[config.mk]
export PLATFORM = sky130hd
export DESIGN_NAME = height_band_vote_router
export DESIGN_NICKNAME = d
export VERILOG_FILES = /design/src/rtl/hbvr_pkg.sv /design/src/rtl/hbvr_front.sv /design/src/rtl/hbvr_queue.sv /design/src/rtl/hbvr_back.sv /design/src/rtl/height_band_vote_router.sv
export VERILOG_INCLUDE_DIRS = /design/src /design/src/rtl
export SDC_FILE = /design/constraint.sdc
export NUM_CORES = 2
export LEC_CHECK = 0
export ABC_CLOCK_PERIOD_IN_PS = 9700
export BUFFER_PORTS_ARGS = -buffer_cell sky130_fd_sc_hd__buf_2
export CORE_MARGIN = 4
export CORE_UTILIZATION = 40
export CTS_BUF_LIST = sky130_fd_sc_hd__clkbuf_8
export CTS_CLUSTER_DIAMETER = 150
export CTS_CLUSTER_SIZE = 30
export DETAILED_ROUTE_END_ITERATION = 8
export MAX_ROUTING_LAYER = met4
export RECOVER_POWER = 100
export SLEW_MARGIN = 10
export SYNTH_ARGS = -nofsm -noshare
export SYNTH_HDL_FRONTEND = slang
export SYNTH_SLANG_ARGS = --single-unit
[constraint.sdc]
create_clock -name clk -period 9.7 [get_ports clk]
set_input_delay 1.94 -clock clk [delete_from_list [all_inputs] [get_ports clk]]
set_output_delay 1.94 -clock clk [all_outputs]
set_load 0.01 [all_outputs]
[src/rtl/height_band_vote_router_macros.svh]
// Assertion macros shared by the height band vote router RTL.
`ifndef HEIGHT_BAND_VOTE_ROUTER_MACROS_SVH
`define HEIGHT_BAND_VOTE_ROUTER_MACROS_SVH

// Same-cycle implication, checked at every clock edge outside reset.
`define HBVR_ASSERT_IMP(label, ante, cons, msg) \
  label: assert property (@(posedge clk) disable iff (!rst_n) (ante) |-> (cons)) \
    else $error(msg);

// Next-cycle implication, checked at every clock edge outside reset.
`define HBVR_ASSERT_NEXT(label, ante, cons, msg) \
  label: assert property (@(posedge clk) disable iff (!rst_n) (ante) |=> (cons)) \
    else $error(msg);

`endif

[src/rtl/hbvr_pkg.sv]
// Shared types and constants of the height band vote router.
`default_nettype none

package hbvr_pkg;

  // Configuration register indexes.
  localparam logic [2:0] REG_BASE_DISTANCE     = 3'd0;
  localparam logic [2:0] REG_MAX_SAMPLES       = 3'd1;
  localparam logic [2:0] REG_BAND_A_LIMITS     = 3'd2;
  localparam logic [2:0] REG_BAND_B_LIMITS     = 3'd3;
  localparam logic [2:0] REG_BAND_C_LIMITS     = 3'd4;
  localparam logic [2:0] REG_ROUTE_TABLE       = 3'd5;
  localparam logic [2:0] REG_BLIND_MODE        = 3'd6;
  localparam logic [2:0] REG_STATION_POSITIONS = 3'd7;

  localparam int CFG_INDEX_W = 3;
  localparam int CFG_DATA_W  = 48;

  // Register reset values.
  localparam logic [11:0] RST_BASE_DISTANCE     = 12'd180;
  localparam logic [5:0]  RST_MAX_SAMPLES       = 6'd10;
  localparam logic [31:0] RST_BAND_A_LIMITS     = 32'd4456500;
  localparam logic [31:0] RST_BAND_B_LIMITS     = 32'd5767240;
  localparam logic [31:0] RST_BAND_C_LIMITS     = 32'd7077980;
  localparam logic [5:0]  RST_ROUTE_TABLE       = 6'd57;
  localparam logic        RST_BLIND_MODE        = 1'b0;
  localparam logic [47:0] RST_STATION_POSITIONS = 48'd5626461553040;

  // Verdict codes.
  localparam logic [1:0] VERDICT_NONE    = 2'd0;
  localparam logic [1:0] VERDICT_TIE     = 2'd1;
  localparam logic [1:0] VERDICT_DISCARD = 2'd2;
  localparam logic [1:0] VERDICT_ROUTED  = 2'd3;

  // Class codes.
  localparam logic [1:0] CLASS_A = 2'd0;
  localparam logic [1:0] CLASS_B = 2'd1;
  localparam logic [1:0] CLASS_C = 2'd2;

  // Destination codes.
  localparam logic [1:0] DEST_DISCARD   = 2'd0;
  localparam logic [1:0] DEST_STATION_1 = 2'd1;
  localparam logic [1:0] DEST_STATION_2 = 2'd2;
  localparam logic [1:0] DEST_STATION_3 = 2'd3;

  localparam logic [16:0] SUM_MAX       = 17'h1FFFF;
  localparam logic [7:0]  ETA_DIVISOR   = 8'd100;
  // Products at or above 65536 * 100 give an ETA that saturates.
  localparam logic [31:0] ETA_SAT_LIMIT = 32'd6553600;
  localparam logic [15:0] ETA_MAX       = 16'hFFFF;

  // The ETA divisor as a rounded-up reciprocal; exact for any product below 2^23.
  localparam int          ETA_SHIFT = 30;
  localparam logic [23:0] ETA_RECIP =
      24'(((64'd1 << ETA_SHIFT) + 64'(ETA_DIVISOR) - 64'd1) / 64'(ETA_DIVISOR));

  // Restoring divider: one quotient bit per step over a 17-bit dividend.
  localparam int DIV_STEPS  = 17;
  localparam int DIV_STEP_W = $clog2(DIV_STEPS);

  // Queue between the sample front end and the verdict back end.
  localparam int Q_DEPTH = 2;
  localparam int Q_AW    = $clog2(Q_DEPTH);

  typedef struct packed {
    logic [11:0] base_distance;
    logic [5:0]  max_samples;
    logic [31:0] band_a_limits;
    logic [31:0] band_b_limits;
    logic [31:0] band_c_limits;
    logic [5:0]  route_table;
    logic        blind_mode;
    logic [47:0] station_positions;
  } cfg_t;

  // Accumulated state of one object, handed to the back end on its last item.
  typedef struct packed {
    logic [5:0]  votes_a;
    logic [5:0]  votes_b;
    logic [5:0]  votes_c;
    logic [16:0] height_sum;
    logic [5:0]  valid_count;
    logic [15:0] transit_ms;
  } job_t;

  typedef struct packed {
    logic full;
    logic empty;
  } q_status_t;

  typedef enum logic [2:0] {
    BK_IDLE,
    BK_PREP,
    BK_INIT,
    BK_DIV,
    BK_OUT
  } back_state_t;

  function automatic logic in_band(logic [11:0] h, logic [31:0] limits);
    logic [15:0] hw;
    hw = {4'd0, h};
    return (hw >= limits[15:0]) && (hw <= limits[31:16]);
  endfunction

endpackage

`default_nettype wire

[src/rtl/hbvr_front.sv]
// Sample front end: takes items, bins heights into bands and accumulates per object.
`default_nettype none

module hbvr_front import hbvr_pkg::*; #(
  parameter int SAMPLE_LIMIT = 32
) (
  input  wire logic        clk,
  input  wire logic        rst_n,
  input  wire cfg_t        cfg,
  input  wire logic        in_valid,
  output logic             in_stall,
  input  wire logic [11:0] in_distance_mm,
  input  wire logic        in_has_sample,
  input  wire logic        in_last,
  input  wire logic [15:0] in_transit_ms,
  input  wire q_status_t   q_status,
  output logic             q_push,
  output job_t             q_job
);

  localparam logic [6:0] LIMIT = 7'(SAMPLE_LIMIT);

  logic [5:0]  samples_r, samples_nxt;
  logic [5:0]  votes_a_r, votes_a_nxt;
  logic [5:0]  votes_b_r, votes_b_nxt;
  logic [5:0]  votes_c_r, votes_c_nxt;
  logic [16:0] sum_r, sum_nxt;
  logic [5:0]  count_r, count_nxt;

  logic        accept;
  logic [6:0]  limit;
  logic        take;
  logic        in_range;
  logic [11:0] height;
  logic        hit_a, hit_b, hit_c, hit;
  logic [17:0] sum_wide;

  assign in_stall = q_status.full;
  assign accept   = in_valid && !q_status.full;

  always_comb begin
    limit    = ({1'b0, cfg.max_samples} > LIMIT) ? LIMIT : {1'b0, cfg.max_samples};
    take     = in_has_sample && ({1'b0, samples_r} < limit);
    in_range = in_distance_mm <= cfg.base_distance;
    height   = cfg.base_distance - in_distance_mm;
    // Bands are tried in order; the first one that holds the height wins.
    hit_a    = take && in_range && in_band(height, cfg.band_a_limits);
    hit_b    = take && in_range && !hit_a && in_band(height, cfg.band_b_limits);
    hit_c    = take && in_range && !hit_a && !hit_b && in_band(height, cfg.band_c_limits);
    hit      = hit_a || hit_b || hit_c;
    sum_wide = {1'b0, sum_r} + {6'd0, height};

    samples_nxt = take  ? samples_r + 6'd1 : samples_r;
    votes_a_nxt = hit_a ? votes_a_r + 6'd1 : votes_a_r;
    votes_b_nxt = hit_b ? votes_b_r + 6'd1 : votes_b_r;
    votes_c_nxt = hit_c ? votes_c_r + 6'd1 : votes_c_r;
    count_nxt   = hit   ? count_r + 6'd1   : count_r;
    if (!hit) begin
      sum_nxt = sum_r;
    end else if (sum_wide > {1'b0, SUM_MAX}) begin
      sum_nxt = SUM_MAX;
    end else begin
      sum_nxt = sum_wide[16:0];
    end
  end

  always_comb begin
    q_push            = accept && in_last;
    q_job.votes_a     = votes_a_nxt;
    q_job.votes_b     = votes_b_nxt;
    q_job.votes_c     = votes_c_nxt;
    q_job.height_sum  = sum_nxt;
    q_job.valid_count = count_nxt;
    q_job.transit_ms  = in_transit_ms;
  end

  always_ff @(posedge clk) begin
    if (!rst_n || (accept && in_last)) begin
      samples_r <= '0;
      votes_a_r <= '0;
      votes_b_r <= '0;
      votes_c_r <= '0;
      sum_r     <= '0;
      count_r   <= '0;
    end else if (accept) begin
      samples_r <= samples_nxt;
      votes_a_r <= votes_a_nxt;
      votes_b_r <= votes_b_nxt;
      votes_c_r <= votes_c_nxt;
      sum_r     <= sum_nxt;
      count_r   <= count_nxt;
    end
  end

endmodule

`default_nettype wire

[src/rtl/hbvr_queue.sv]
// Short queue of finished objects between the front end and the back end.
`default_nettype none

module hbvr_queue import hbvr_pkg::*; (
  input  wire logic  clk,
  input  wire logic  rst_n,
  input  wire logic  push,
  input  wire job_t  push_job,
  input  wire logic  pop,
  output job_t       pop_job,
  output q_status_t  status
);

  job_t            entry_r [Q_DEPTH];
  logic [Q_AW-1:0] wr_ptr_r, wr_ptr_nxt;
  logic [Q_AW-1:0] rd_ptr_r, rd_ptr_nxt;
  logic [Q_AW:0]   count_r, count_nxt;

  always_comb begin
    status.full  = count_r == (Q_AW+1)'(Q_DEPTH);
    status.empty = count_r == '0;
    pop_job      = entry_r[rd_ptr_r];
    wr_ptr_nxt   = (wr_ptr_r == Q_AW'(Q_DEPTH - 1)) ? '0 : wr_ptr_r + 1'b1;
    rd_ptr_nxt   = (rd_ptr_r == Q_AW'(Q_DEPTH - 1)) ? '0 : rd_ptr_r + 1'b1;
    case ({push, pop})
      2'b10:   count_nxt = count_r + 1'b1;
      2'b01:   count_nxt = count_r - 1'b1;
      default: count_nxt = count_r;
    endcase
  end

  always_ff @(posedge clk) begin
    if (!rst_n) begin
      wr_ptr_r <= '0;
      rd_ptr_r <= '0;
      count_r  <= '0;
    end else begin
      count_r <= count_nxt;
      if (push) begin
        wr_ptr_r <= wr_ptr_nxt;
      end
      if (pop) begin
        rd_ptr_r <= rd_ptr_nxt;
      end
    end
  end

  always_ff @(posedge clk) begin
    if (push) begin
      entry_r[wr_ptr_r] <= push_job;
    end
  end

endmodule

`default_nettype wire

[src/rtl/hbvr_back.sv]
// Verdict back end: majority vote, routing, serial average and ETA scaling.
`default_nettype none

module hbvr_back import hbvr_pkg::*; (
  input  wire logic  clk,
  input  wire logic  rst_n,
  input  wire cfg_t  cfg,
  input  wire q_status_t q_status,
  input  wire job_t  q_job,
  output logic       q_pop,
  output logic       out_valid,
  input  wire logic  out_stall,
  output logic [1:0]  out_verdict,
  output logic [1:0]  out_box_class,
  output logic [1:0]  out_destination,
  output logic [1:0]  out_queue_station,
  output logic [11:0] out_average_height,
  output logic [15:0] out_eta_ms
);

  back_state_t state_r, state_nxt;

  job_t                  job_r;
  logic [1:0]            verdict_r;
  logic [1:0]            class_r;
  logic [1:0]            dest_r;
  logic [31:0]           prod_r;
  logic                  sat_r;
  logic [15:0]           eta_r;
  logic [5:0]            arem_r;
  logic [16:0]           adq_r;
  logic [DIV_STEP_W-1:0] step_r;

  logic       a_wins, b_wins, c_wins, winner;
  logic [1:0] cls;
  logic [1:0] dest;
  logic [1:0] verdict;
  logic [15:0] pos;
  logic [6:0] ash;
  logic       aq;
  logic [15:0] eta_q;
  logic       routed;

  // Vote, route and station selection from the popped object.
  always_comb begin
    a_wins = (job_r.votes_a > job_r.votes_b) && (job_r.votes_a > job_r.votes_c);
    b_wins = (job_r.votes_b > job_r.votes_a) && (job_r.votes_b > job_r.votes_c);
    c_wins = (job_r.votes_c > job_r.votes_a) && (job_r.votes_c > job_r.votes_b);
    winner = a_wins || b_wins || c_wins;
    if (b_wins) begin
      cls = CLASS_B;
    end else if (c_wins) begin
      cls = CLASS_C;
    end else begin
      cls = CLASS_A;
    end
    case (cls)
      CLASS_A: dest = cfg.route_table[1:0];
      CLASS_B: dest = cfg.route_table[3:2];
      CLASS_C: dest = cfg.route_table[5:4];
      default: dest = DEST_DISCARD;
    endcase
    if (!winner) begin
      dest = DEST_DISCARD;
    end
    if (job_r.valid_count == '0) begin
      verdict = VERDICT_NONE;
    end else if (!winner) begin
      verdict = VERDICT_TIE;
    end else if (dest == DEST_DISCARD) begin
      verdict = VERDICT_DISCARD;
    end else begin
      verdict = VERDICT_ROUTED;
    end
    case (dest)
      DEST_STATION_1: pos = cfg.station_positions[15:0];
      DEST_STATION_2: pos = cfg.station_positions[31:16];
      DEST_STATION_3: pos = cfg.station_positions[47:32];
      default:        pos = '0;
    endcase
  end

  // One restoring step of the average divider per cycle, and the ETA by reciprocal.
  always_comb begin
    ash = {arem_r, adq_r[16]};
    aq  = ash >= {1'b0, job_r.valid_count};
    // Below the saturation limit the product fits in 23 bits.
    eta_q = 16'(({24'd0, prod_r[22:0]} * {23'd0, ETA_RECIP}) >> ETA_SHIFT);
  end

  always_comb begin
    state_nxt = state_r;
    case (state_r)
      BK_IDLE: begin
        if (!q_status.empty) begin
          state_nxt = BK_PREP;
        end
      end
      BK_PREP: state_nxt = BK_INIT;
      BK_INIT: state_nxt = BK_DIV;
      BK_DIV: begin
        if (step_r == DIV_STEP_W'(DIV_STEPS - 1)) begin
          state_nxt = BK_OUT;
        end
      end
      BK_OUT: begin
        if (!out_stall) begin
          state_nxt = BK_IDLE;
        end
      end
      default: state_nxt = BK_IDLE;
    endcase
  end

  always_comb begin
    routed             = verdict_r == VERDICT_ROUTED;
    q_pop              = (state_r == BK_IDLE) && !q_status.empty;
    out_valid          = state_r == BK_OUT;
    out_verdict        = verdict_r;
    out_box_class      = class_r;
    out_destination    = dest_r;
    out_queue_station  = !routed ? 2'd0 : (cfg.blind_mode ? dest_r : DEST_STATION_1);
    out_average_height = (verdict_r == VERDICT_NONE) ? 12'd0 : adq_r[11:0];
    if (routed && cfg.blind_mode) begin
      out_eta_ms = sat_r ? ETA_MAX : eta_r;
    end else begin
      out_eta_ms = '0;
    end
  end

  always_ff @(posedge clk) begin
    if (!rst_n) begin
      state_r <= BK_IDLE;
    end else begin
      state_r <= state_nxt;
    end
  end

  always_ff @(posedge clk) begin
    case (state_r)
      BK_IDLE: begin
        if (!q_status.empty) begin
          job_r <= q_job;
        end
      end
      BK_PREP: begin
        verdict_r <= verdict;
        class_r   <= winner ? cls : CLASS_A;
        dest_r    <= dest;
        prod_r    <= pos * job_r.transit_ms;
      end
      BK_INIT: begin
        arem_r <= '0;
        adq_r  <= job_r.height_sum;
        eta_r  <= eta_q;
        sat_r  <= prod_r >= ETA_SAT_LIMIT;
        step_r <= '0;
      end
      BK_DIV: begin
        arem_r <= aq ? 6'(ash - {1'b0, job_r.valid_count}) : ash[5:0];
        adq_r  <= {adq_r[15:0], aq};
        step_r <= step_r + 1'b1;
      end
      default: begin
      end
    endcase
  end

endmodule

`default_nettype wire

[src/rtl/height_band_vote_router.sv]
// Top level of the height band vote router: configuration registers and block wiring.
`default_nettype none
`include "height_band_vote_router_macros.svh"

// Classifies a passing object from ultrasonic distance items and issues one
// verdict per object on its last item. The front end takes one input item
// every clock cycle while in_stall is low; on a last item it hands the
// object's vote counts and height sum to a two-entry queue. The back end
// turns each queued object into a result through its states in order: idle
// to pop, prep for the vote, route lookup and 16x16 station-position
// multiply, init to load the average divider and scale the product by the
// reciprocal of 100 into the ETA, 17 restoring-divider steps that produce
// the average height, and the output state, held while out_stall is high.
// Input stalls only while the queue holds two objects that wait for the
// back end, which takes no new object until its last result has left.
// Configuration registers are written through cfg_we, cfg_index and
// cfg_wdata and must only change while no object is in flight.
module height_band_vote_router import hbvr_pkg::*; #(
  parameter int SAMPLE_LIMIT = 32
) (
  input  wire logic                   clk,
  input  wire logic                   rst_n,
  input  wire logic                   cfg_we,
  input  wire logic [CFG_INDEX_W-1:0] cfg_index,
  input  wire logic [CFG_DATA_W-1:0]  cfg_wdata,
  input  wire logic                   in_valid,
  output logic                        in_stall,
  input  wire logic [11:0]            in_distance_mm,
  input  wire logic                   in_has_sample,
  input  wire logic                   in_last,
  input  wire logic [15:0]            in_transit_ms,
  output logic                        out_valid,
  input  wire logic                   out_stall,
  output logic [1:0]                  out_verdict,
  output logic [1:0]                  out_box_class,
  output logic [1:0]                  out_destination,
  output logic [1:0]                  out_queue_station,
  output logic [11:0]                 out_average_height,
  output logic [15:0]                 out_eta_ms
);

  cfg_t      cfg_r;
  q_status_t q_st;
  logic      q_push;
  logic      q_pop;
  job_t      push_job;
  job_t      pop_job;

  always_ff @(posedge clk) begin
    if (!rst_n) begin
      cfg_r.base_distance     <= RST_BASE_DISTANCE;
      cfg_r.max_samples       <= RST_MAX_SAMPLES;
      cfg_r.band_a_limits     <= RST_BAND_A_LIMITS;
      cfg_r.band_b_limits     <= RST_BAND_B_LIMITS;
      cfg_r.band_c_limits     <= RST_BAND_C_LIMITS;
      cfg_r.route_table       <= RST_ROUTE_TABLE;
      cfg_r.blind_mode        <= RST_BLIND_MODE;
      cfg_r.station_positions <= RST_STATION_POSITIONS;
    end else if (cfg_we) begin
      case (cfg_index)
        REG_BASE_DISTANCE:     cfg_r.base_distance     <= cfg_wdata[11:0];
        REG_MAX_SAMPLES:       cfg_r.max_samples       <= cfg_wdata[5:0];
        REG_BAND_A_LIMITS:     cfg_r.band_a_limits     <= cfg_wdata[31:0];
        REG_BAND_B_LIMITS:     cfg_r.band_b_limits     <= cfg_wdata[31:0];
        REG_BAND_C_LIMITS:     cfg_r.band_c_limits     <= cfg_wdata[31:0];
        REG_ROUTE_TABLE:       cfg_r.route_table       <= cfg_wdata[5:0];
        REG_BLIND_MODE:        cfg_r.blind_mode        <= cfg_wdata[0];
        REG_STATION_POSITIONS: cfg_r.station_positions <= cfg_wdata[47:0];
        default: begin
        end
      endcase
    end
  end

  hbvr_front #(
    .SAMPLE_LIMIT(SAMPLE_LIMIT)
  ) u_front (
    .clk            (clk),
    .rst_n          (rst_n),
    .cfg            (cfg_r),
    .in_valid       (in_valid),
    .in_stall       (in_stall),
    .in_distance_mm (in_distance_mm),
    .in_has_sample  (in_has_sample),
    .in_last        (in_last),
    .in_transit_ms  (in_transit_ms),
    .q_status       (q_st),
    .q_push         (q_push),
    .q_job          (push_job)
  );

  hbvr_queue u_queue (
    .clk      (clk),
    .rst_n    (rst_n),
    .push     (q_push),
    .push_job (push_job),
    .pop      (q_pop),
    .pop_job  (pop_job),
    .status   (q_st)
  );

  hbvr_back u_back (
    .clk                (clk),
    .rst_n              (rst_n),
    .cfg                (cfg_r),
    .q_status           (q_st),
    .q_job              (pop_job),
    .q_pop              (q_pop),
    .out_valid          (out_valid),
    .out_stall          (out_stall),
    .out_verdict        (out_verdict),
    .out_box_class      (out_box_class),
    .out_destination    (out_destination),
    .out_queue_station  (out_queue_station),
    .out_average_height (out_average_height),
    .out_eta_ms         (out_eta_ms)
  );

  `HBVR_ASSERT_IMP(a_push_not_full, q_push, !q_st.full, "object pushed into a full queue")
  `HBVR_ASSERT_IMP(a_pop_not_empty, q_pop, !q_st.empty, "object popped from an empty queue")
  `HBVR_ASSERT_IMP(a_unrouted_quiet,
                   out_valid && out_verdict != VERDICT_ROUTED,
                   out_queue_station == 2'd0 && out_eta_ms == 16'd0,
                   "unrouted verdict carries a station or ETA")
  `HBVR_ASSERT_IMP(a_routed_dest,
                   out_valid && out_verdict == VERDICT_ROUTED,
                   out_destination != DEST_DISCARD && out_queue_station != 2'd0,
                   "routed verdict without a destination")
  `HBVR_ASSERT_IMP(a_sensor_no_eta, out_valid && !cfg_r.blind_mode, out_eta_ms == 16'd0,
                   "ETA given in sensor mode")

endmodule

`default_nettype wire
# Word level (Yosys, flattened, before mapping)
# Memory sizes are Yosys's and may differ from the RTL's. A register that Yosys moved wholly into a read port is not among the register bits.
# Index checks and enable logic that the tools add are counted.
dict set report word_totals {
  ff_bits 306
  ramBits 114
  inputBits 86
  output_inout_bits 38
  wordCells 168
  n_memories 1
}
# name words width read_ports rd_ports_with_merged_regs wr line
set memory_table {}
lappend memory_table {u_queue.entry_r 2 57 1 1 1 hbvr_queue.sv:14} ;# job_t entry_r [Q_DEPTH];
dict set report op_classes {
  addsub 13
  multipliers 2
  order_cmp 18
  eq_ne 24
  n_mux 32
  bitwise 2
  n_reduce_logical 48
}
# cell count
set op_table {}
lappend op_table {{12-bit by 16-bit greater-or-equal comparator with 1-bit output} 3}
lappend op_table {{12-bit by 16-bit less-or-equal comparator with 1-bit output} 3}
lappend op_table {{16-bit case mux with 3 select lines} 1}
lappend op_table {{23-bit by 24-bit multiplier with 46-bit output, second input constant} 1}
lappend op_table {{6-bit greater-than comparator} 6}
lappend op_table {{6-bit 2-to-1 mux} 6}
lappend op_table {{17-bit 2-to-1 mux} 2}
lappend op_table {{17-bit case mux with 2 select lines} 1}
lappend op_table {{32-bit by 23-bit greater-or-equal comparator with 1-bit output, second input constant} 1}
lappend op_table {{16-bit by 16-bit multiplier with 32-bit output} 1}
lappend op_table {{16-bit 2-to-1 mux} 2}
lappend op_table {{6-bit by 1-bit adder with 6-bit output, second input constant} 5}
lappend op_table {{2-bit AND reduction} 10}
lappend op_table {{17-bit by 12-bit adder with 18-bit output} 1}
lappend op_table {{18-bit by 17-bit greater-than comparator with 1-bit output, second input constant} 1}
lappend op_table {{1-bit logical AND} 17}
lappend op_table {{3-bit == test, second input constant} 5}
lappend op_table {{3-bit case mux with 5 select lines} 1}
lappend op_table {{2-bit == test, second input constant} 6}
lappend op_table {{3-bit by 2-bit == test with 1-bit output, second input constant} 4}
lappend op_table {{12-bit less-or-equal comparator} 1}
lappend op_table {{12-bit 2-to-1 mux} 1}
lappend op_table {{6-bit case mux with 2 select lines} 1}
lappend op_table {{12-bit subtractor} 1}
lappend op_table {{other kinds (28)} 58}

# Longest topological paths before layout
dict set report depth {
  word_depth 14
  ltp_mapped 35
  ltp_nobuf 30
}

# Hierarchy
# A second synthesis with hierarchy kept.
dict set report hier_totals {
  cells_unflattened 3887
  area_unflattened_um2 40523.9
}
# mod instances cells_per_inst area_per_inst_um2 seq_area_each_um2
set modules_own_cells {}
lappend modules_own_cells {hbvr_back 1 2294 23961.7 4264.1}
lappend modules_own_cells {height_band_vote_router 1 632 6463.7 3383.2}
lappend modules_own_cells {hbvr_front 1 762 5779.3 940.9}
lappend modules_own_cells {hbvr_queue 1 199 4319.1 3523.4}

# Least setup slack after synthesis
# OpenSTA, ideal clock, no wires.
dict set report synth_path {
  path_kind {reg2reg}
  from {register u_back.job_r[40] in the netlist's numbering}
  to {register u_back.prod_r[25], data pin}
  setup_ps 260
  t_arrival_ps 7889
  required_time_ps 9440
  setup_slack_ps 1551
  stages_incl_launch_ff 31
  n_path_buf 3
  period_less_slack_ps 8149
  path_cell_list {edfxtp_1 -> ha_1 -> nor2b_1 -> o21a_1 -> o21ai_2 -> a21oi_4 -> and3_1 -> buf_6 -> o211ai_2 -> buf_6 -> mux2_2 -> buf_2 -> a32oi_1 -> fa_1 -> fa_1 -> fa_1 -> inv_1 -> fa_1 -> fa_1 -> inv_1 -> fa_1 -> inv_1 -> ha_1 -> a21oi_1 -> o21a_1 -> a41oi_1 -> or4b_1 -> o21a_1 -> a211o_1 -> a21oi_1 -> xnor2_1}
}
dict set report synth_via {
  elab_chain_cells 10
  word_cells_on_any_way 21
  cone_classes {mul (1); order compare (4); eq/ne (5); mux (5); reduce/logical (6)}
}
# item line
set synth_rtl {}
lappend synth_rtl {{start: declaration} hbvr_back.sv:23} ;# job_t job_r;
lappend synth_rtl {{start signal: assignment} hbvr_back.sv:143} ;# job_r <= q_job;
lappend synth_rtl {{6-bit greater-than comparator} hbvr_back.sv:48} ;# c_wins = (job_r.votes_c > job_r.votes_a) && (job_r.votes_c > job_r.votes_b);
lappend synth_rtl {{1-bit logical AND} hbvr_back.sv:48}
lappend synth_rtl {{2-bit 2-to-1 mux} hbvr_back.sv:52} ;# end else if (c_wins) begin
lappend synth_rtl {{2-bit 2-to-1 mux} hbvr_back.sv:50} ;# if (b_wins) begin
lappend synth_rtl {{2-bit == test, or another cell as far along} hbvr_back.sv:57} ;# case (cls)
lappend synth_rtl {{2-bit case mux with 3 select lines} hbvr_back.sv:57}
lappend synth_rtl {{2-bit 2-to-1 mux *} hbvr_back.sv:63} ;# if (!winner) begin
lappend synth_rtl {{2-bit == test / 2-bit by 1-bit == test with 1-bit output (equally long branches)} hbvr_back.sv:75} ;# case (dest)
lappend synth_rtl {{16-bit case mux with 3 select lines *} hbvr_back.sv:75}
lappend synth_rtl {{16-bit by 16-bit multiplier with 32-bit output *} hbvr_back.sv:150} ;# prod_r <= pos * job_r.transit_ms;
lappend synth_rtl {{end signal: assignment} hbvr_back.sv:150}
lappend synth_rtl {{end: declaration} hbvr_back.sv:27} ;# logic [31:0] prod_r;
# Every way passes the cells marked *; elsewhere a longest branch is shown, timed or not.
# A chain may end at the register's enable or synchronous reset.

# Final worst setup path
# Same ends and word-level chain as after synthesis.

==> key figures <==
Worst setup path
  • Slowest stage delay, CP: 590 ps
  • Worst Path Arrival: 9540 ps
  • Startpoint type of the worst setup path: register
  • Critical path launch point: u_back.job_r[40]$_DFFE_PP_
  • Worst path required time: 10,160 ps
  • Critical path's slowest cell: fa_1
  • CP Class: register to register
  • R2r startpoint: u_back.job_r[40]$_DFFE_PP_
  • Most used cell, CP: fa_1
  • Crit path max fanout: 137
  • CP Capture Type: register

STA
  • Worst hold slack: 477 ps
  • Final min period: 9080 ps
  • Achievable Freq: 0.110 GHz
  • Worst slew pin tran: 4230 ps
  • Final hold violations: 0
  • Slew HR: -182%
  • PnR worst setup slack: 619 ps
  • Final Setup Violations: 0
  • Skew final: 71.3 ps
  • Final slew viol count: 727
  • RSZ-0062 raised after global routing: false
  • Setup TNS Final: 0 ps
  • Fin crit share: 93.6%

Floorplanning
  • Chip Width: 330 um
  • IO Pins: 124
  • Core Footprint: 103,000 um^2
  • Starting Density: 40.2%
  • Die Span Y: 330 um
  • Rows: 118
  • Die area: 109,000 um^2

Outcome
  • Failing checks: max-capacitance violations, max-slew violations
  • Status: complete, but fails checks

Global route
  • Routing usage on met3: 1.85%
  • Number of global-route vias before repair: 29,917
  • Gr usage total: 20.4%
  • Met1 GRT Util: 28.4%
  • Met2 Usage GRT: 32.4%
  • First-pass GRT wire length: 171,000 um
  • Total gr overflow: 0
  • Antenna violations before repair: 4
  • Largest net degree at the start of global routing: 138
  • Global-route layer with the greatest usage: met2

Cells and area
  • Nets: 4,996
  • P&R area growth vs syn: 4.88%
  • Filler cell count: 10,173
  • Fin area: 43,600 um^2
  • Layout cells sized above 1: 6.20%
  • Commonest non-fill, non-tap cell in the layout: inv_1
  • Most frequent cells in the layout: inv_1 (646), ha_1 (481), nand2_1 (401), fa_1 (392), edfxtp_1 (254)

Synth
  • Cell Area, Synth: 41,600 um^2
  • XOR/XNOR Fraction of Synth Area: 2.02%
  • Post-synthesis simple-gate area fraction: 9.24%
  • Ys Warns: 0
  • Compound-Gate Fraction of Synth Area: 14.4%
  • Avg Inst Size Synth: 10.2 um^2
  • Synth Register Bits: 477
  • Mux share of post-synthesis cell area: 3.57%
  • Combinational family with the most area after synthesis: adder cells
  • Async set-reset flop share out of synthesis: 0%
  • Number of synthesized flops with an enable pin: 254
  • Adder-Cell Fraction of Synth Area: 33.3%
  • Synth Instances: 4,057
  • Seq/Total Area, Yosys: 29.1%
  • Ys flop type: edfxtp_1
  • Netlist cell types: 83
  • Syn_nets: 5,016

Route
  • Via density: 5.52
  • Drt first-iter violations: 2,216
  • Vias: 29,970
  • DRT antenna net count: 0
  • Routed wire length per instance: 20.0 um
  • DRC violations left: 0
  • WL final: 109,000 um
  • Drt first pass iters: 5

Min path
  • Hold Path Class: register to register
  • Hold Startpoint: cfg_r[134]$_SDFFE_PN0P_

Placed design
  • Placed Area: 43,400 um^2
  • RePlAce Congestion: 0.926
  • I/O Buffers: 123
  • DP HPWL: 82,300 um
  • Place WS: 611 ps

Clock network
  • H-tree depth: 1
  • Clock transition at path regs: 160 ps
  • Hold_buf cts: 0
  • Root buf cell: clkbuf_8
  • Clock tree sinks: 477
  • CTS tree: yes
  • Cts bufs inserted: 20
  • Worst-Skew Late Latency: 710 ps
  • Clock Path Buffers: 3

Run
  • Max Cap Viol: 16
-- metal layers --
layer | vias to the layer above | part of all wire [%]
met5 | - | 0
met4 | 0 | 2.6
met3 | 179 | 5.6
met2 | 956 | 46
met1 | 14870 | 45
li1 | 13965 | -
-- worst max-delay path: cells and delay by family (launching register included) --
family	cells	cell delay, ps
xor gates and xnor gates	1	80
and+or+nand+nor	4	1110
AOI/OAI and AO/OA	9	2150
DFF	1	440
adders and majority gates	8	3810
buffers and inverters	5	1160
-- metrics by stage --
step | util [%] | std cells
6_report | 42.2 | 5432
5_1_grt | 42.2 | 5432
4_1_cts | 42.4 | 5429
3_5_place_dp | 42.0 | 5395
3_3_place_gp | 42.0 | 5395
2_1_floorplan | - | 4057
-- final cells by class --
cell class | count | area, um^2 | area share, %
antenna | 3 | 7.51 | 0.0172
clock buffer | 20 | 275 | 0.631
clock inverter | 14 | 93.8 | 0.215
inverter | 637 | 2390 | 5.48
multi-input combinational | 2709 | 26000 | 59.6
sequential | 477 | 12100 | 27.7
tap | 1380 | 1730 | 3.96
timing repair buffer | 192 | 1010 | 2.32
-- Yosys cell counts, drive strengths merged, types with 7 or more instances --
| library cell | instances | share of area (%) |
|---|---|---|
| or3 | 13 | 0.20 |
| or2 | 10 | 0.15 |
| nor2b | 40 | 0.60 |
| ha | 481 | 14 |
| xor2 | 27 | 0.57 |
| a21oi | 110 | 1.4 |
| and2 | 30 | 0.46 |
| a211oi | 24 | 0.45 |
| mux2i | 24 | 0.58 |
| a21o | 37 | 0.67 |
| nand3 | 75 | 0.90 |
| nor3 | 29 | 0.35 |
| nand2b | 20 | 0.30 |
| edfxtp | 254 | 18 |
| a21boi | 125 | 2.3 |
| mux2 | 109 | 3.0 |
| nand2 | 401 | 3.6 |
| nand4 | 33 | 0.50 |
| xnor2 | 69 | 1.5 |
| buf | 99 | 1.4 |
| a2111oi | 8 | 0.26 |
| a32oi | 131 | 2.8 |
| fa | 392 | 19 |
| a31oi | 18 | 0.27 |
| dfxtp | 223 | 11 |
| a41o | 7 | 0.17 |
| o211ai | 35 | 0.64 |
| and3 | 22 | 0.33 |
| nor2 | 119 | 1.1 |
| inv | 637 | 5.8 |
| a32o | 125 | 3.0 |
| o21a | 19 | 0.34 |
| or4 | 9 | 0.17 |
| o21ai | 84 | 1.0 |
| nor4 | 11 | 0.20 |
| clkbuf | 135 | 1.2 |
-- what timing repair did --
action / 4_1_cts / 5_1_grt
buffers inserted: 0 / 0
setup endpoints to repair: 0 / 1
resized for setup: 0 / 1
-- flip-flops by register name, indices dropped and copies added, names as in the netlist, 16 cells and up --
register / count
u_back.job_r: 57
cfg_r: 169
u_back.eta_r: 16
u_back.prod_r: 32
u_queue.entry_r: 114
u_back.adq_r: 17
u_front.sum_r: 17
-- final timing paths --
| kind | to | slack (ps) | cells past startpoint |
|---|---|---|---|
| max | u_back.prod_r[25]$_DFFE_PP_ | 620 | 27 |
| min | cfg_r[134]$_SDFFE_PN0P_ | 480 | 2 |
| max reg2reg | u_back.prod_r[25]$_DFFE_PP_ | 620 | 27 |
| min reg2reg | cfg_r[134]$_SDFFE_PN0P_ | 480 | 2 |
-- cells by family after synthesis --
family | count (synthesis)
adder cells (fa/ha/maj) | 873
buffers and inverters | 871
multiplexers | 133
AND/OR/NAND/NOR | 831
flip-flops | 477
XOR/XNOR | 96
AO/OA/AOI/OAI | 776
Power is not shown: default switching activity piles up to over one toggle a cycle in this logic, so the estimate is an artifact.
